==> src/rtl/iso_week_date_calc_defines.svh <==
// Assertion macros shared by the RTL files.
`ifndef ISO_WEEK_DATE_CALC_DEFINES_SVH
`define ISO_WEEK_DATE_CALC_DEFINES_SVH

// Same-cycle implication, checked out of reset.
`define IWD_ASSERT_IMPL(lbl, ante, cons, msg) \
    lbl: assert property (@(posedge i_clk) disable iff (!i_rst_n) (ante) |-> (cons)) \
        else $error(msg);

// Next-cycle implication, checked out of reset.
`define IWD_ASSERT_NEXT(lbl, ante, cons, msg) \
    lbl: assert property (@(posedge i_clk) disable iff (!i_rst_n) (ante) |=> (cons)) \
        else $error(msg);

`endif

==> src/rtl/iwd_pkg.sv <==
package iwd_pkg;

    // y / 100 == (y * 5243) >> 19 for every 14-bit y
    localparam logic [12:0] DIV100_MUL = 13'd5243;
    localparam int          DIV100_SHIFT = 19;
    localparam logic [13:0] PREV_OF_ZERO = 14'd399;

    typedef struct packed {
        logic        ok;
        logic        leap;
        logic        leap_prev;
        logic [4:0]  mlen;
        logic [8:0]  doy;
        logic [13:0] year;
        logic [7:0]  wsum;
        logic [7:0]  jsum;
    } t_s2;

    typedef struct packed {
        logic        ok;
        logic        leap;
        logic        leap_prev;
        logic [4:0]  mlen;
        logic [8:0]  doy;
        logic [13:0] year;
        logic [2:0]  wd;
        logic [2:0]  jan1;
    } t_s3;

    // s / 7 for s < 512: (s * 2341) >> 14
    function automatic logic [6:0] div7(input logic [8:0] s);
        logic [20:0] p;
        p = 21'(s) * 21'd2341;
        return p[20:14];
    endfunction

    function automatic logic [2:0] mod7(input logic [8:0] s);
        logic [6:0] q;
        logic [8:0] r;
        q = div7(s);
        r = s - 9'(q) * 9'd7;
        return r[2:0];
    endfunction

    // ISO weekday 1..7 from a weekday sum
    function automatic logic [2:0] iso_wd(input logic [7:0] s);
        logic [2:0] r;
        r = mod7({1'b0, s});
        return (r == 3'd0) ? 3'd7 : r;
    endfunction

    // y_lo: y mod 4, rem: y mod 100, q_lo: (y / 100) mod 4
    function automatic logic leap_of(input logic [1:0] y_lo, input logic [6:0] rem,
                                     input logic [1:0] q_lo);
        return (y_lo == 2'd0) && ((rem != 7'd0) || (q_lo == 2'd0));
    endfunction

    function automatic logic [2:0] month_anchor(input logic leap, input logic [3:0] m);
        logic [2:0] a;
        case (m)
            4'd1:    a = leap ? 3'd6 : 3'd0;
            4'd2:    a = leap ? 3'd2 : 3'd3;
            4'd3:    a = 3'd3;
            4'd4:    a = 3'd6;
            4'd5:    a = 3'd1;
            4'd6:    a = 3'd4;
            4'd7:    a = 3'd6;
            4'd8:    a = 3'd2;
            4'd9:    a = 3'd5;
            4'd10:   a = 3'd0;
            4'd11:   a = 3'd3;
            4'd12:   a = 3'd5;
            default: a = 3'd0;
        endcase
        return a;
    endfunction

    function automatic logic [8:0] days_before(input logic leap, input logic [3:0] m);
        logic [8:0] b;
        case (m)
            4'd1:    b = 9'd0;
            4'd2:    b = 9'd31;
            4'd3:    b = 9'd59;
            4'd4:    b = 9'd90;
            4'd5:    b = 9'd120;
            4'd6:    b = 9'd151;
            4'd7:    b = 9'd181;
            4'd8:    b = 9'd212;
            4'd9:    b = 9'd243;
            4'd10:   b = 9'd273;
            4'd11:   b = 9'd304;
            4'd12:   b = 9'd334;
            default: b = 9'd0;
        endcase
        if (leap && (m > 4'd2)) begin
            b = b + 9'd1;
        end
        return b;
    endfunction

    // common-year month length, 0 for a bad month
    function automatic logic [4:0] month_len(input logic [3:0] m);
        logic [4:0] l;
        case (m)
            4'd2:                       l = 5'd28;
            4'd4, 4'd6, 4'd9, 4'd11:    l = 5'd30;
            4'd1, 4'd3, 4'd5, 4'd7,
            4'd8, 4'd10, 4'd12:         l = 5'd31;
            default:                    l = 5'd0;
        endcase
        return l;
    endfunction

endpackage

==> src/rtl/iwd_year.sv <==
`include "iso_week_date_calc_defines.svh"

module iwd_year (
    input  logic             i_clk,
    input  logic             i_rst_n,
    input  logic             i_valid,
    output logic             o_ready,
    input  logic [13:0]      i_year,
    input  logic [3:0]       i_month,
    input  logic [4:0]       i_day,
    output logic             o_valid,
    input  logic             i_ready,
    output iwd_pkg::t_s2     o_s2
);

    // stage A: reciprocal products for y / 100 and (y - 1) / 100
    logic        r_a_valid;
    logic [13:0] r_a_year;
    logic [13:0] r_a_pyear;
    logic [3:0]  r_a_month;
    logic [4:0]  r_a_day;
    logic [26:0] r_a_yprod;
    logic [26:0] r_a_pprod;

    logic [13:0] n_a_pyear;

    // stage B
    logic         r_b_valid;
    iwd_pkg::t_s2 r_b;
    iwd_pkg::t_s2 n_b;

    logic ready_a;
    logic ready_b;

    logic [7:0]  q_y;
    logic [7:0]  q_p;
    logic [13:0] rem_y_full;
    logic [13:0] rem_p_full;
    logic [6:0]  rem_y;
    logic [6:0]  rem_p;
    logic [2:0]  c1;
    logic        m_ok;

    assign ready_b = !r_b_valid || i_ready;
    assign ready_a = !r_a_valid || ready_b;
    assign o_ready = ready_a;
    assign o_valid = r_b_valid;
    assign o_s2    = r_b;

    // year zero looks back on a year that behaves like 399
    assign n_a_pyear = (i_year == 14'd0) ? iwd_pkg::PREV_OF_ZERO : i_year - 14'd1;

    always_ff @(posedge i_clk) begin
        if (!i_rst_n) begin
            r_a_valid <= 1'b0;
            r_b_valid <= 1'b0;
        end else begin
            if (ready_a) begin
                r_a_valid <= i_valid;
            end
            if (ready_b) begin
                r_b_valid <= r_a_valid;
            end
        end
    end

    always_ff @(posedge i_clk) begin
        if (ready_a && i_valid) begin
            r_a_year  <= i_year;
            r_a_pyear <= n_a_pyear;
            r_a_month <= i_month;
            r_a_day   <= i_day;
            r_a_yprod <= 27'(i_year) * 27'(iwd_pkg::DIV100_MUL);
            r_a_pprod <= 27'(n_a_pyear) * 27'(iwd_pkg::DIV100_MUL);
        end
        if (ready_b && r_a_valid) begin
            r_b <= n_b;
        end
    end

    always_comb begin
        q_y        = r_a_yprod[iwd_pkg::DIV100_SHIFT +: 8];
        q_p        = r_a_pprod[iwd_pkg::DIV100_SHIFT +: 8];
        rem_y_full = r_a_year - 14'(q_y) * 14'd100;
        rem_p_full = r_a_pyear - 14'(q_p) * 14'd100;
        rem_y      = rem_y_full[6:0];
        rem_p      = rem_p_full[6:0];
        c1         = 3'd6 - {q_y[1:0], 1'b0};
        m_ok       = (r_a_month >= 4'd1) && (r_a_month <= 4'd12);

        n_b.year      = r_a_year;
        n_b.leap      = iwd_pkg::leap_of(r_a_year[1:0], rem_y, q_y[1:0]);
        n_b.leap_prev = iwd_pkg::leap_of(r_a_pyear[1:0], rem_p, q_p[1:0]);
        n_b.mlen      = iwd_pkg::month_len(r_a_month)
                      + 5'((r_a_month == 4'd2) && n_b.leap);
        n_b.ok        = m_ok && (r_a_day != 5'd0) && (r_a_day <= n_b.mlen);
        n_b.doy       = iwd_pkg::days_before(n_b.leap, r_a_month) + 9'(r_a_day) - 9'd1;
        n_b.wsum      = 8'(c1) + 8'(rem_y) + 8'(iwd_pkg::month_anchor(n_b.leap, r_a_month))
                      + 8'(rem_y[6:2]) + 8'(r_a_day);
        n_b.jsum      = 8'(c1) + 8'(rem_y) + (n_b.leap ? 8'd6 : 8'd0)
                      + 8'(rem_y[6:2]) + 8'd1;
    end

    `IWD_ASSERT_IMPL(a_no_leap_pair, r_b_valid, !(r_b.leap && r_b.leap_prev), "two leap years in a row")
    `IWD_ASSERT_NEXT(a_stage_b_load, r_a_valid && ready_b, r_b_valid, "stage B dropped a beat")

endmodule

==> src/rtl/iwd_wday.sv <==
`include "iso_week_date_calc_defines.svh"

module iwd_wday (
    input  logic             i_clk,
    input  logic             i_rst_n,
    input  logic             i_valid,
    output logic             o_ready,
    input  iwd_pkg::t_s2     i_s2,
    output logic             o_valid,
    input  logic             i_ready,
    output iwd_pkg::t_s3     o_s3
);

    logic         r_valid;
    iwd_pkg::t_s3 r_s3;
    iwd_pkg::t_s3 n_s3;
    logic         ready;

    assign ready   = !r_valid || i_ready;
    assign o_ready = ready;
    assign o_valid = r_valid;
    assign o_s3    = r_s3;

    always_comb begin
        n_s3.ok        = i_s2.ok;
        n_s3.leap      = i_s2.leap;
        n_s3.leap_prev = i_s2.leap_prev;
        n_s3.mlen      = i_s2.mlen;
        n_s3.doy       = i_s2.doy;
        n_s3.year      = i_s2.year;
        n_s3.wd        = iwd_pkg::iso_wd(i_s2.wsum);
        n_s3.jan1      = iwd_pkg::iso_wd(i_s2.jsum);
    end

    always_ff @(posedge i_clk) begin
        if (!i_rst_n) begin
            r_valid <= 1'b0;
        end else if (ready) begin
            r_valid <= i_valid;
        end
    end

    always_ff @(posedge i_clk) begin
        if (ready && i_valid) begin
            r_s3 <= n_s3;
        end
    end

    `IWD_ASSERT_IMPL(a_wd_range, r_valid, (r_s3.wd != 3'd0) && (r_s3.jan1 != 3'd0), "weekday out of range")

endmodule

==> src/rtl/iwd_week.sv <==
`include "iso_week_date_calc_defines.svh"

module iwd_week (
    input  logic             i_clk,
    input  logic             i_rst_n,
    input  logic             i_valid,
    output logic             o_ready,
    input  iwd_pkg::t_s3     i_s3,
    output logic             o_valid,
    input  logic             i_stall,
    output logic             o_date_ok,
    output logic             o_leap,
    output logic [4:0]       o_month_days,
    output logic [8:0]       o_year_day,
    output logic [2:0]       o_weekday,
    output logic [5:0]       o_iso_week,
    output logic [13:0]      o_iso_year
);

    logic        r_valid;
    logic        r_date_ok;
    logic        r_leap;
    logic [4:0]  r_month_days;
    logic [8:0]  r_year_day;
    logic [2:0]  r_weekday;
    logic [5:0]  r_iso_week;
    logic [13:0] r_iso_year;

    logic [5:0]  n_iso_week;
    logic [13:0] n_iso_year;

    logic        ready;
    logic [8:0]  n1;
    logic [8:0]  ylen;
    logic [9:0]  num;
    logic [6:0]  wk;
    logic        late_jan1;
    logic        in_prev;
    logic        in_next;

    assign ready   = !r_valid || !i_stall;
    assign o_ready = ready;

    always_comb begin
        n1        = i_s3.doy + 9'd1;
        ylen      = 9'd365 + 9'(i_s3.leap);
        late_jan1 = i_s3.jan1 > 3'd4;
        num       = 10'(n1) + 10'(i_s3.jan1) + 10'd6 - 10'(i_s3.wd);
        wk        = iwd_pkg::div7(num[8:0]) - 7'(late_jan1);
        // first days before the Monday of week 1 belong to last year
        in_prev   = late_jan1 && (n1 <= 9'(4'd8 - 4'(i_s3.jan1)));
        // last days from the Monday of next year's week 1
        in_next   = (i_s3.wd < 3'd4) && ((ylen - n1) < 9'(3'd4 - i_s3.wd));
        if (in_prev) begin
            n_iso_year = i_s3.year - 14'd1;
            n_iso_week = ((i_s3.jan1 == 3'd5) || (i_s3.leap_prev && (i_s3.jan1 == 3'd6)))
                       ? 6'd53 : 6'd52;
        end else if (in_next) begin
            n_iso_year = i_s3.year + 14'd1;
            n_iso_week = 6'd1;
        end else begin
            n_iso_year = i_s3.year;
            n_iso_week = wk[5:0];
        end
    end

    always_ff @(posedge i_clk) begin
        if (!i_rst_n) begin
            r_valid <= 1'b0;
        end else if (ready) begin
            r_valid <= i_valid;
        end
    end

    always_ff @(posedge i_clk) begin
        if (ready && i_valid) begin
            r_date_ok    <= i_s3.ok;
            r_leap       <= i_s3.ok && i_s3.leap;
            r_month_days <= i_s3.ok ? i_s3.mlen : 5'd0;
            r_year_day   <= i_s3.ok ? i_s3.doy : 9'd0;
            r_weekday    <= i_s3.ok ? i_s3.wd : 3'd0;
            r_iso_week   <= i_s3.ok ? n_iso_week : 6'd0;
            r_iso_year   <= i_s3.ok ? n_iso_year : 14'd0;
        end
    end

    assign o_valid      = r_valid;
    assign o_date_ok    = r_date_ok;
    assign o_leap       = r_leap;
    assign o_month_days = r_month_days;
    assign o_year_day   = r_year_day;
    assign o_weekday    = r_weekday;
    assign o_iso_week   = r_iso_week;
    assign o_iso_year   = r_iso_year;

    `IWD_ASSERT_IMPL(a_week_range, o_valid && o_date_ok, (o_iso_week != 6'd0) && (o_iso_week <= 6'd53) && (o_weekday != 3'd0), "week or weekday out of range")
    `IWD_ASSERT_IMPL(a_bad_zero, o_valid && !o_date_ok, (o_iso_week == 6'd0) && (o_iso_year == 14'd0) && (o_weekday == 3'd0) && !o_leap, "invalid date not zeroed")

endmodule

==> src/rtl/iso_week_date_calc.sv <==
// ISO week date from a Gregorian date, four register stages.
// Throughput: one beat per cycle while i_stall is low; a full stage
// holds while the next stage cannot take its beat and refills as soon
// as it drains.
// Reset (i_rst_n low, synchronous) clears all stage valid bits; data
// registers are not reset.
module iso_week_date_calc (
    input  logic        i_clk,
    input  logic        i_rst_n,
    input  logic        i_valid,
    output logic        o_stall,
    input  logic [13:0] i_year,
    input  logic [3:0]  i_month,
    input  logic [4:0]  i_day,
    output logic        o_valid,
    input  logic        i_stall,
    output logic        o_date_ok,
    output logic        o_leap,
    output logic [4:0]  o_month_days,
    output logic [8:0]  o_year_day,
    output logic [2:0]  o_weekday,
    output logic [5:0]  o_iso_week,
    output logic [13:0] o_iso_year
);

    logic         year_ready;
    logic         s2_valid;
    logic         wday_ready;
    iwd_pkg::t_s2 s2;
    logic         s3_valid;
    logic         week_ready;
    iwd_pkg::t_s3 s3;

    assign o_stall = !year_ready;

    iwd_year u_year (
        .i_clk   (i_clk),
        .i_rst_n (i_rst_n),
        .i_valid (i_valid),
        .o_ready (year_ready),
        .i_year  (i_year),
        .i_month (i_month),
        .i_day   (i_day),
        .o_valid (s2_valid),
        .i_ready (wday_ready),
        .o_s2    (s2)
    );

    iwd_wday u_wday (
        .i_clk   (i_clk),
        .i_rst_n (i_rst_n),
        .i_valid (s2_valid),
        .o_ready (wday_ready),
        .i_s2    (s2),
        .o_valid (s3_valid),
        .i_ready (week_ready),
        .o_s3    (s3)
    );

    iwd_week u_week (
        .i_clk        (i_clk),
        .i_rst_n      (i_rst_n),
        .i_valid      (s3_valid),
        .o_ready      (week_ready),
        .i_s3         (s3),
        .o_valid      (o_valid),
        .i_stall      (i_stall),
        .o_date_ok    (o_date_ok),
        .o_leap       (o_leap),
        .o_month_days (o_month_days),
        .o_year_day   (o_year_day),
        .o_weekday    (o_weekday),
        .o_iso_week   (o_iso_week),
        .o_iso_year   (o_iso_year)
    );

endmodule

==> config.mk <==
export PLATFORM = sky130hd
export DESIGN_NAME = iso_week_date_calc
export DESIGN_NICKNAME = d
export VERILOG_FILES = /design/src/rtl/iwd_pkg.sv /design/src/rtl/iwd_year.sv /design/src/rtl/iwd_wday.sv /design/src/rtl/iwd_week.sv /design/src/rtl/iso_week_date_calc.sv
export VERILOG_INCLUDE_DIRS = /design/src /design/src/rtl
export SDC_FILE = /design/constraint.sdc
export NUM_CORES = 1
export LEC_CHECK = 0
export BUFFER_PORTS_ARGS = -buffer_cell sky130_fd_sc_hd__buf_2
export CAP_MARGIN = 15
export CORE_MARGIN = 2
export CORE_UTILIZATION = 30
export DETAILED_ROUTE_END_ITERATION = 16
export PLACE_DENSITY = 0.47
export SYNTH_ARGS = -nofsm -noshare
export SYNTH_HDL_FRONTEND = slang
export SYNTH_SLANG_ARGS = --single-unit
==> constraint.sdc <==
create_clock -name i_clk -period 21.2 [get_ports i_clk]
set_input_delay 4.24 -clock i_clk [delete_from_list [all_inputs] [get_ports i_clk]]
set_output_delay 4.24 -clock i_clk [all_outputs]
set_load 0.03 [all_outputs]
== Word-level counts from Yosys, hierarchy flattened ==
Memories as Yosys holds them, arrays and structs flattened. A register that Yosys moved wholly into a read port is not among the register bits.
Index checks and enable logic that the tools add are counted.
Storage, ports and cells
  memory bits (read-only): 224
  input bits: 27
  bits in registers: 211
  logic and storage cells: 147
  output and inout port bits: 41
  memories kept: 2
Cells by class
  multiply operators: 9
  eq/ne operators: 13
  reduce and logical (&&, ||, !) cells: 41
  add/sub/neg operators: 28
  order comparisons: 8
  muxes and demuxes: 13
Memory list
  (no name shown): words 16, width 9, rd ports 1, clocked after memory_dff 1, wr ports 0, RTL line iwd_pkg.sv:80  | case (m)
  (no name shown): words 16, width 5, rd ports 1, clocked after memory_dff 1, wr ports 0, RTL line iwd_pkg.sv:104  | case (m)
Operators with widths (number)
  multiplier 14 x 13 -> 27 bit (second input constant): 2
  2-to-1 mux 14 bit: 3
  multiplier 8 x 12 -> 20 bit (second input constant): 2
  subtractor 14 x 1 -> 14 bit (second input constant): 2
  adder 8 x 5 -> 8 bit: 3
  one-hot mux 3 bit (8 select lines): 1
  multiplier 9 x 12 -> 20 bit (second input constant): 1
  adder 9 x 1 -> 9 bit (second input constant): 2
  equality test 4 x 3 -> 1 bit (second input constant): 4
  equality test 4 bit (second input constant): 4
  multiplier 8 x 5 -> 5 bit (second input constant): 2
  logical AND 1 bit: 15
  adder 14 x 1 -> 14 bit (second input constant): 1
  zero test 14 bit: 1
  nonzero test 7 bit: 2
  subtractor 7 bit: 2
  multiplier 6 x 3 -> 3 bit (second input constant): 2
  2-to-1 mux 6 bit: 2
  adder 9 x 1 -> 9 bit (first input constant): 1
  adder 9 x 3 -> 9 bit: 1
  adder 9 x 3 -> 9 bit (second input constant): 1
  adder 9 x 5 -> 9 bit: 1
  <= comparator 9 bit: 1
  < comparator 9 bit: 1
  other kinds (32): 55

== Logic depth before layout (Yosys ltp) ==
Gate-level depths: netlist of the first run.
  depth in word-level cells: 10
  gate-level depth with buffers: 32
  depth with buffers taken out: 32

== Hierarchy ==
From an unflattened synthesis of the first run, not the netlist that was laid out.
Second synthesis, totals
  cell total of the unflattened synthesis: 1923
  area, all modules: 20216.9 µm²
Modules (own cells, without submodules)
  iwd_year: sequential area each 2892.8 µm², area an instance 12426.9 µm², instances 1, cells each 1186
  iwd_week: sequential area each 1191.1 µm², area an instance 4554.4 µm², instances 1, cells each 476
  iwd_wday: sequential area each 1131.1 µm², area an instance 3231.8 µm², instances 1, cells each 260
  iso_week_date_calc: sequential area each 0.0 µm², area an instance 3.8 µm², instances 1, cells each 1

== Least setup slack after synthesis of the first run ==
Ideal clock, no wire load.
  kind: input-to-reg
  start point: input i_year[1]
  end point: register u_year.r_a_pprod[21], data pin
  arrival: 10.079 ns
  cell stages on the path: 25
  setup slack: 10.849 ns
  setup time: 0.272 ns
  data required time: 20.928 ns
  cell sequence: inv_1 > ha_1 > a21boi_0 > o21ai_0 > a21boi_0 > nand3_1 > xnor2_1 > or2_2 > inv_1 > ha_1 > inv_1 > fa_1 > fa_1 > inv_1 > fa_1 > fa_1 > ha_1 > nand4_1 > nor2_1 > a2111oi_0 > o31ai_1 > a211o_1 > a31o_2 > a211oi_1 > nor3_1
On the way
  word-level cells in the longest chain between the ends: 3
  elaborated cells between the ends (all ways): 4
Ends and longest elaborated chain
  start: declaration: RTL line iso_week_date_calc.sv:12  | input logic [13:0] i_year,
  subtractor 14 x 1 -> 14 bit / zero test 14 bit (equally long branches): RTL line iwd_year.sv:51  | assign n_a_pyear = (i_year == 14'd0) ? iwd_pkg::PREV_OF_ZERO : i_year - 14'd1;
  2-to-1 mux 14 bit *: RTL line iwd_year.sv:51
  multiplier 14 x 13 -> 27 bit *: RTL line iwd_year.sv:74  | r_a_pprod <= 27'(n_a_pyear) * 27'(iwd_pkg::DIV100_MUL);
  end signal: assignment: RTL line iwd_year.sv:74
  end: declaration: RTL line iwd_year.sv:23  | logic [26:0] r_a_pprod;
Every way passes the cells marked *; elsewhere a longest branch is shown, timed or not.
A chain may end at the register's enable or synchronous reset.

== Worst setup path after layout of the first run ==
  start point: input i_year[2]
  end point: register u_year.r_a_pprod[21], data pin
Same word-level chain as after synthesis.

==> qor.yml, run 1 <==
fmax_mhz: 94.35
reg2reg_depth: 31
rsz0062_at_grt: "false"
cts_buffer_depth: 2
drt_iter0_drc: 413
cap_violations: 0
use_met2_pct: 23.60
hold_path.startpoint: "u_year.o_s2[31]"
synth_edf_count: 163
fin_crit_ns: 10.60
ys_seq_elements: 179
cts_sinks: 179
crit_fanout: 7
syn_nets: 2435
syn_area_mm2: 0.01953
cts_tree: "built"
cts-root-buf: "clkbuf_16"
hp-class: "reg2reg"
finalHoldViolations: 0
coreArea_mm2: 0.06446
grt_pass1_vias: 13290
ys_seq_area_share_pct: 26.70
nets: 2510
post_drt_wl_per_cell_um: 15.13
insertion_delay_ns: 0.47
yosys.area.top_type_share_pct: 26.26
ctsHoldBuffers: 0
netlist_instances: 1833
grt_pass1_wl_um: 70150
die_w_um: 259.2
gp_congestion: 0.8260
start_util_pct: 30.30
port-buffer-count: 67
antenna_found_initial: 11
crit_required_ns: 21.40
r2r-start: "u_wday.o_s3[20]"
die-area_mm2: 0.06717
drc_errors: 0
yosys-top-cells-area: "ha_1 (26%), edfxtp_1 (25%), fa_1 (17%)"
synthFlopType: "edfxtp_1"
setup_viol: 0
grtUsageMet1_pct: 16.99
drv_slew: 0
worstMarginPinSlew_ns: 1.041
vias: 12480
routed_wl_um: 41990
avgSynthCellArea_um2: 10.66
grt_max_degree: 48
async_flop_share_pct: 0
rows: 93
clkTransAtPathRegs_ns: 0.07
cts_buffers: 17
yosys.area.top_type: "ha_1"
grt_use_met3_pct: 2.334
ios: 68
min_period_over_period_pct: 49.99
cts_resized: 0
max-slew-margin-rel_pct: 30.45
busiest_layer: "met2"
yosysUniqueCellTypes: 71
grt_overflow: 0
tns_ns: 0
drive_gt1_share_pct: 6.875
ys_warn_count: 0
dp.final_hpwl_um: 36260
viasPerCell: 4.494
cts-htree-levels: 4
reg2reg_slack_ns: 13.33
syn2layout_area_growth_pct: 9.980
rr_endpoint: "u_week.o_iso_week[4]"
grtUsageTotal_pct: 13.40
min_to: "u_wday.o_s3[21]"
postLayoutCoreUtil_pct: 33.32
startpoint_type: "input pin"
criticalPathCategory: "in2reg"
fin_skew_ns: 0.01445
die_h_um: 259.2
ant_nets: 0
hold_path_depth: 0
cp-end-kind: "flip-flop"
critPathArrivalTime_ns: 10.80
status: "finished, final reports clean"
drt_pass1_iterations: 5
cts_setup_buffers: 0
## worst max-delay path, cell delays in order
cell	delay (ns)
buf_2	0.20
inv_1	0.16
ha_1	0.21
a21boi_0	0.27
o21ai_0	0.19
a21boi_0	0.37
nand3_1	0.17
xnor2_1	0.15
or2_2	0.36
inv_1	0.20
ha_1	0.29
inv_1	0.09
fa_1	0.44
fa_1	0.51
inv_1	0.05
fa_1	0.46
fa_1	0.49
ha_1	0.32
nand4_1	0.12
nor2_1	0.06
a2111oi_0	0.38
o31ai_1	0.17
a211o_1	0.31
a31o_2	0.27
a211oi_1	0.24
nor3_1	0.07
## cell usage in the layout (no fill, tap or decap), types with 4 or more instances in the layout
| master | Yosys | layout |
|---|---|---|
| inv_1 | 416 | 416 |
| ha_1 | 410 | 410 |
| fa_1 | 165 | 165 |
| edfxtp_1 | 163 | 163 |
| xnor2_1 | 102 | 102 |
| buf_2 | 1 | 67 |
| nand2_1 | 64 | 64 |
| a21oi_1 | 51 | 51 |
| nor2_1 | 51 | 51 |
| nand3_1 | 34 | 34 |
| o21ai_0 | 31 | 31 |
| a21o_1 | 27 | 27 |
| xor2_1 | 26 | 26 |
| nor3_1 | 22 | 22 |
| and2_1 | 20 | 20 |
| and3_1 | 17 | 17 |
| clkbuf_16 | 0 | 17 |
| nand4_1 | 16 | 16 |
| dfxtp_1 | 16 | 16 |
| nand2b_1 | 15 | 15 |
| o21bai_1 | 15 | 15 |
| a211oi_1 | 13 | 13 |
| mux2i_1 | 12 | 12 |
| or2_2 | 11 | 11 |
| or3_1 | 11 | 11 |
| nor2b_1 | 11 | 10 |
| a31oi_1 | 9 | 9 |
| o21a_1 | 9 | 9 |
| o31ai_1 | 8 | 8 |
| buf_4 | 1 | 6 |
| inv_6 | 0 | 5 |
| and4_1 | 4 | 4 |
| a31o_2 | 4 | 4 |
| a211o_1 | 4 | 4 |
| a21boi_0 | 6 | 4 |
| nor3b_1 | 4 | 4 |
| inv_8 | 0 | 4 |
## per-layer routing
metal / vias to the layer above / share of wire (%)
met1: 6018 / 46
met3: 38 / 3.0
met4: 6 / 1.2
met2: 133 / 50
met5: - / 0.074
li1: 6281 / -
## stage by stage
stage / hold WS (ns) / cell area [µm²] / std cells / setup WS (ns)
2_1_floorplan: 0.4003 / 19530 / 1833 / 10.85
3_3_place_gp: 0.4029 / 20940 / 2744 / 10.25
3_5_place_dp: 0.4045 / 20940 / 2744 / 10.12
4_1_cts: 0.4177 / 21480 / 2775 / 10.62
5_1_grt: 0.4256 / 21480 / 2775 / 10.21
6_report: 0.4183 / 21480 / 2776 / 10.60
## cell type report
| type | instances | area [µm²] |
|---|---|---|
| timing repair buffer | 73 | 380.4 |
| clock inverter | 14 | 117.6 |
| sequential | 179 | 5215 |
| multi-input combinational | 1221 | 12710 |
| tap | 855 | 1070 |
| antenna | 1 | 2.502 |
| clock buffer | 17 | 425.4 |
| inverter | 416 | 1562 |
| fill | 6653 | 42980 |
## state kept, by name (all words and copies together), names as in the netlist, 3 cells and up, named ones only
name,count
u_wday.o_s3,37
u_week.o_iso_week,6
u_week.o_iso_year,14
u_year.r_a_pprod,6
u_week.o_weekday,3
u_year.r_a_yprod,6
u_year.r_a_pyear,6
u_year.r_a_day,5
u_week.o_month_days,5
u_week.o_year_day,9
u_year.r_a_year,13
u_year.o_s2,47
u_year.r_a_month,4
## cell usage after synthesis, types with 20 or more instances
master      n
a21o_1     27
a21oi_1    51
and2_1     20
edfxtp_1  163
fa_1      165
ha_1      410
inv_1     416
nand2_1    64
nand3_1    34
nor2_1     51
nor3_1     22
o21ai_0    31
xnor2_1   102
xor2_1     26
## kinds of logic (layout without fill, tap and decap cells)
| family | Yosys count | count (layout) | synth area share, % |
|---|---|---|---|
| and+or+nand+nor | 295 | 295 | 7.924 |
| adders and majority gates | 575 | 575 | 43.17 |
| DFF | 179 | 179 | 26.70 |
| AOI/OAI and AO/OA | 210 | 210 | 7.405 |
| xor gates and xnor gates | 128 | 128 | 5.740 |
| muxes | 13 | 13 | 0.6726 |
| buffers and inverters | 433 | 520 | 8.385 |
| other | 0 | 1 | 0 |
## how the worst max path moves through the flow
stage,end,start,depth (start not counted)
2_1_floorplan,u_year.r_a_pprod[21],i_year[1],25
3_3_place_gp,u_year.r_a_pprod[21],i_year[2],26
3_5_place_dp,u_year.r_a_pprod[21],i_year[2],26
4_1_cts,u_year.r_a_pprod[21],i_year[2],26
5_1_grt,u_year.r_a_pprod[21],i_year[2],26
6_report,u_year.r_a_pprod[21],i_year[2],26
Power of run 1 is left out: the tool's default activity adds up to more than one toggle a clock period on the data nets, which glitch-free logic cannot reach.
==> run 2: changes to the inputs <==
Settings changed: PLACE_DENSITY 0.47 to 0.49.
Clock period 21.2 ns to 8.6 ns, I/O delays scaled along.
==> run 2 against run 1 <==
Critical path depth increased by 3. Core utilization increased by 0.20 points. Clock skew increased by 0.0045 ns. Routed wire length decreased by 0.43%. Register-to-register slack got worse by 13 ns. First-iteration DRC count increased by 22%. Clock-buffer cell count increased by 1. Sequential share of layout area decreased by 0.14 points. Highest routed layer unchanged.
==> qor.yml, run 2 (same netlist as run 1, synthesis figures left out) <==
status: "finished, final reports clean"  # unchanged
routed_wl_um: 41810  # was 41990 µm
worst_path_max_delay_cell: "fa_1"  # unchanged
ant_nets: 0  # unchanged
drt_pass1_iterations: 5  # unchanged
rsz0062_at_grt: "false"  # unchanged
largest_reg_flops: 47  # unchanged
rows: 93  # unchanged
vias: 12640  # was 12480
die-area_mm2: 0.06717  # unchanged
ctsHoldBuffers: 0  # unchanged
critPathArrivalTime_ns: 8.11  # was 10.80 ns
drc_errors: 0  # unchanged
antenna_found_initial: 4  # was 11
drive_gt1_share_pct: 7.641  # was 6.875%
slowest_delay_ns: 0.53  # was 0.51 ns
grt_max_degree: 48  # unchanged
fin_crit_ns: 7.914
port-buffer-count: 67  # unchanged
gp_congestion: 0.8556  # was 0.8260
grt_pass1_wl_um: 69120  # was 70150 µm
viasPerCell: 4.526  # was 4.494
layout_commonest_cell: "inv_1"  # unchanged
insertion_delay_ns: 0.46  # was 0.47 ns
diodes: 0  # was 1
ios: 68  # unchanged
coreArea_mm2: 0.06446  # unchanged
tns_ns: 0  # unchanged
fmax_mhz: 126.4
grtUsageTotal_pct: 13.13  # was 13.40%
hp-class: "reg2reg"  # unchanged
crit_fanout: 6  # was 7
finalHoldViolations: 0  # unchanged
dp.final_hpwl_um: 36380  # was 36260 µm
max-slew-margin-rel_pct: 32.12  # was 30.45%
die_w_um: 259.2  # unchanged
drv_slew: 0  # unchanged
num-fill-cells: 6621  # was 6653
cts_resized: 0  # unchanged
cp-end-kind: "flip-flop"  # unchanged
syn2layout_area_growth_pct: 10.64  # was 9.980%
cts_tree: "built"  # unchanged
cts_sinks: 179  # unchanged
cap_violations: 0  # unchanged
crit_required_ns: 8.80  # was 21.40 ns
cts_buffers: 17  # unchanged
startpoint_type: "input pin"  # unchanged
setup_viol: 0  # unchanged
drt_iter0_drc: 503  # was 413
grt_pass1_vias: 13380  # was 13290
post_drt_wl_per_cell_um: 14.97  # was 15.13 µm
worstMarginPinSlew_ns: 1.016  # was 1.041 ns
cts_buffer_depth: 2  # unchanged
clkTransAtPathRegs_ns: 0.08  # was 0.07 ns
cts_setup_buffers: 0  # unchanged
mostFrequentLayoutCells: "inv_1 (416), ha_1 (410), fa_1 (165), edfxtp_1 (163), xnor2_1 (102)"  # unchanged
start_util_pct: 30.30  # unchanged
cts-root-buf: "clkbuf_16"  # unchanged
criticalPathCategory: "in2reg"  # unchanged
nets: 2526  # was 2510
die_h_um: 259.2  # unchanged
min_period_over_period_pct: 92.02
fin_skew_ns: 0.01896  # was 0.01445 ns
crit_top_cell: "inv_1"
grt_overflow: 0  # unchanged
cts-htree-levels: 4  # unchanged
## run 2: changes by cell type in the layout (fill, tap and decap cells not counted)
cell,previous run,this run
clkinvlp_4,1,4
inv_6,5,4
inv_8,4,1
buf_2,67,68
bufinv_16,0,1
diode_2,1,0
buf_4,6,21
clkbuf_1,0,1
## run 2: path summary, 6_finish.rpt
kind	end	slack [ns]	cells after the start	startpoint
setup / recovery	u_year.r_a_pprod[21]	0.69	29	i_year[1]
hold / removal	u_wday.o_s3[36]	0.42	0	u_year.o_s2[46]
setup reg to reg	u_week.o_iso_week[4]	0.78	31	u_wday.o_s3[20]
hold reg to reg	u_wday.o_s3[36]	0.42	0	u_year.o_s2[46]
## run 2: stage by stage
| step | worst slack, ns | instance area [µm²] | util, % | hold WS (ns) | std cells |
|---|---|---|---|---|---|
| floorplan | 0.7691 | 19530 | - | 0.4003 | 1833 |
| global placement | 0.3359 | 21050 | 32.65 | 0.4026 | 2759 |
| detailed placement | 0.2496 | 21050 | 32.65 | 0.4052 | 2759 |
| CTS | 0.7254 | 21610 | 33.52 | 0.4198 | 2791 |
| global route | 0.1539 | 21610 | 33.52 | 0.4255 | 2792 |
| finish | 0.6863 | 21610 | 33.52 | 0.4187 | 2792 |
## run 2: routing by layer
layer	part of all wire (%)	global-route usage [%]	up-vias
met4	1.6	3.831	6
met1	47	16.78	6119
met3	2.6	1.660	36
li1	-	-	6304
met2	49	23.12	171
met5	0.081	0	-
## run 2: final cells by class
| cell class | count | area [µm²] | area share (%) |
|---|---|---|---|
| clock buffer | 18 | 429.2 | 1.986 |
| sequential | 179 | 5215 | 24.13 |
| inverter | 416 | 1562 | 7.226 |
| tap | 855 | 1070 | 4.950 |
| multi-input combinational | 1221 | 12710 | 58.81 |
| clock inverter | 14 | 127.6 | 0.5906 |
| timing repair buffer | 89 | 498.0 | 2.304 |
## run 2: critical path, delay by kind of cell
kind                     cells  cell delay (ns)
adder cells (fa/ha/maj)      7             2.54
AO/OA/AOI/OAI               10             2.44
buffers and inverters        8             0.87
AND/OR/NAND/NOR              3             0.41
XOR/XNOR                     1             0.11
Power of run 2 is left out for the same reason.
==> run 3: changes to the inputs <==
Clock period 8.6 ns to 7.1 ns, I/O delays scaled along.
==> run 3 against run 2 <==
Sequential share of layout area down 1.2 points. Non-clock buffer count up 99. Die area unchanged. Critical path depth up 1. Register-to-register slack worse by 0.51 ns. Clock-buffer cell count up 1. Cell count up 3.5%. Routed wire length up 0.67%. Setup slack worse by 0.42 ns.
==> qor.yml, run 3 (same netlist as run 1, synthesis figures left out) <==
tns_ns: 0  # unchanged
crit_required_ns: 7.29  # was 8.80 ns
insertion_delay_ns: 0.45  # was 0.46 ns
drc_errors: 0  # unchanged
gp_congestion: 0.8353  # was 0.8556
die-area_mm2: 0.06717  # unchanged
layout_commonest_cell: "inv_1"  # unchanged
routed_wl_um: 42090  # was 41810 µm
die_h_um: 259.2  # unchanged
startpoint_type: "input pin"  # unchanged
port-buffer-count: 67  # unchanged
slowest_delay_ns: 0.53  # about the same
drive_gt1_share_pct: 14.39  # was 7.641%
cts_buffers: 17  # unchanged
rows: 93  # unchanged
largest_reg_flops: 47  # unchanged
max-slew-margin-rel_pct: 30.40  # was 32.12%
cap_violations: 0  # unchanged
ctsHoldBuffers: 0  # unchanged
status: "finished, final reports clean"  # unchanged
drt_iter0_drc: 425  # was 503
grtUsageTotal_pct: 13.09  # was 13.13%
cts_buffer_depth: 2  # unchanged
drv_slew: 0  # unchanged
die_w_um: 259.2  # unchanged
clkTransAtPathRegs_ns: 0.07  # was 0.08 ns
hp-class: "reg2reg"  # unchanged
criticalPathCategory: "in2reg"  # unchanged
grt_max_degree: 48  # unchanged
worst_path_max_delay_cell: "fa_1"  # unchanged
grt_pass1_wl_um: 69550  # was 69120 µm
post_drt_wl_per_cell_um: 14.56  # was 14.97 µm
setup_slack_ns: 0.2636  # was 0.6863 ns
cts_sinks: 179  # unchanged
critPathArrivalTime_ns: 7.02  # was 8.11 ns
cts_tree: "built"  # unchanged
cts-root-buf: "clkbuf_16"  # unchanged
drt_pass1_iterations: 4  # was 5
crit_fanout: 5  # was 6
coreArea_mm2: 0.06446  # unchanged
fmax_mhz: 146.3
setup_viol: 0  # unchanged
diodes: 0  # unchanged
fin_skew_ns: 0.01232  # was 0.01896 ns
viasPerCell: 4.432  # was 4.526
min_period_over_period_pct: 96.29
mostFrequentLayoutCells: "inv_1 (410), ha_1 (396), fa_1 (164), edfxtp_1 (163), buf_4 (120)"  # was inv_1 (416), ha_1 (410), fa_1 (165), edfxtp_1 (163), xnor2_1 (102)
cp-end-kind: "flip-flop"  # unchanged
syn2layout_area_growth_pct: 16.38  # was 10.64%
vias: 12810  # was 12640
antenna_found_initial: 3  # was 4
start_util_pct: 30.30  # unchanged
grt_overflow: 0  # unchanged
ios: 68  # unchanged
worstMarginPinSlew_ns: 1.044  # was 1.016 ns
cts-htree-levels: 4  # unchanged
fin_crit_ns: 6.836
finalHoldViolations: 0  # unchanged
nets: 2625  # was 2526
crit_top_cell: "inv_1"  # unchanged
grt_pass1_vias: 13540  # was 13380
dp.final_hpwl_um: 36470  # was 36380 µm
pre_cts_slack_ns: -0.4037  # was 0.2496 ns
ant_nets: 0  # unchanged
==> run 3: changes by cell type in the layout (fill, tap and decap cells not counted), sizes merged <==
cell and change:
buf +99, bufinv +2, clkbuf +1, clkinv -2
clkinvlp -1
==> run 3: critical path, delay by kind of cell <==
kind                       cells  cell delay (ns)
adders and majority gates      7             2.39
AOI/OAI and AO/OA              8             1.80
buffers and inverters          9             0.88
and+or+nand+nor                5             0.41
xor gates and xnor gates       1             0.10
==> run 3: path summary, 6_finish.rpt <==
path,endpoint,depth (start not counted),slack (ns),start
setup reg to reg,u_week.o_iso_week[5],30,0.27,u_wday.o_s3[21]
hold / removal,u_year.o_s2[29],0,0.41,u_year.r_a_year[13]
hold reg to reg,u_year.o_s2[29],0,0.41,u_year.r_a_year[13]
setup / recovery,u_year.r_a_pprod[21],30,0.26,i_year[1]
==> run 3: final cells by class <==
| type | count | area [µm²] |
|---|---|---|
| multi-input cells | 1221 | 13010 |
| clock buffers | 19 | 432.9 |
| fillers | 6501 | 41730 |
| inverters | 416 | 1568 |
| repair buffers | 188 | 1247 |
| well taps | 855 | 1070 |
| flip-flops and latches | 179 | 5215 |
| clock inverters | 13 | 190.2 |
==> run 3: timing repair <==
action | CTS | global route
setup buffers | 0 | 6
setup endpoints to repair | 2 | 8
resized for setup | 2 | 45
pin swaps | 0 | 38
==> run 3: per-stage QoR <==
| step | area (µm²) | std cells | util, % | hold slack [ns] |
|---|---|---|---|---|
| finish | 22730 | 2891 | 35.26 | 0.4143 |
| global route | 22730 | 2891 | 35.26 | 0.4278 |
| CTS | 22410 | 2885 | 34.77 | 0.4129 |
| detailed placement | 21780 | 2853 | 33.79 | 0.4045 |
| global placement | 21780 | 2853 | 33.79 | 0.4011 |
| floorplan | 19560 | 1833 | - | 0.4003 |
==> run 3: layer usage <==
metal	part of all wire [%]	track usage, %	vias to the layer above
li1	-	-	6505
met1	47	17.15	6152
met2	49	22.77	125
met3	2.4	1.591	30
met4	1.5	3.432	2
met5	0.026	0	-
Power of run 3 is left out for the same reason.
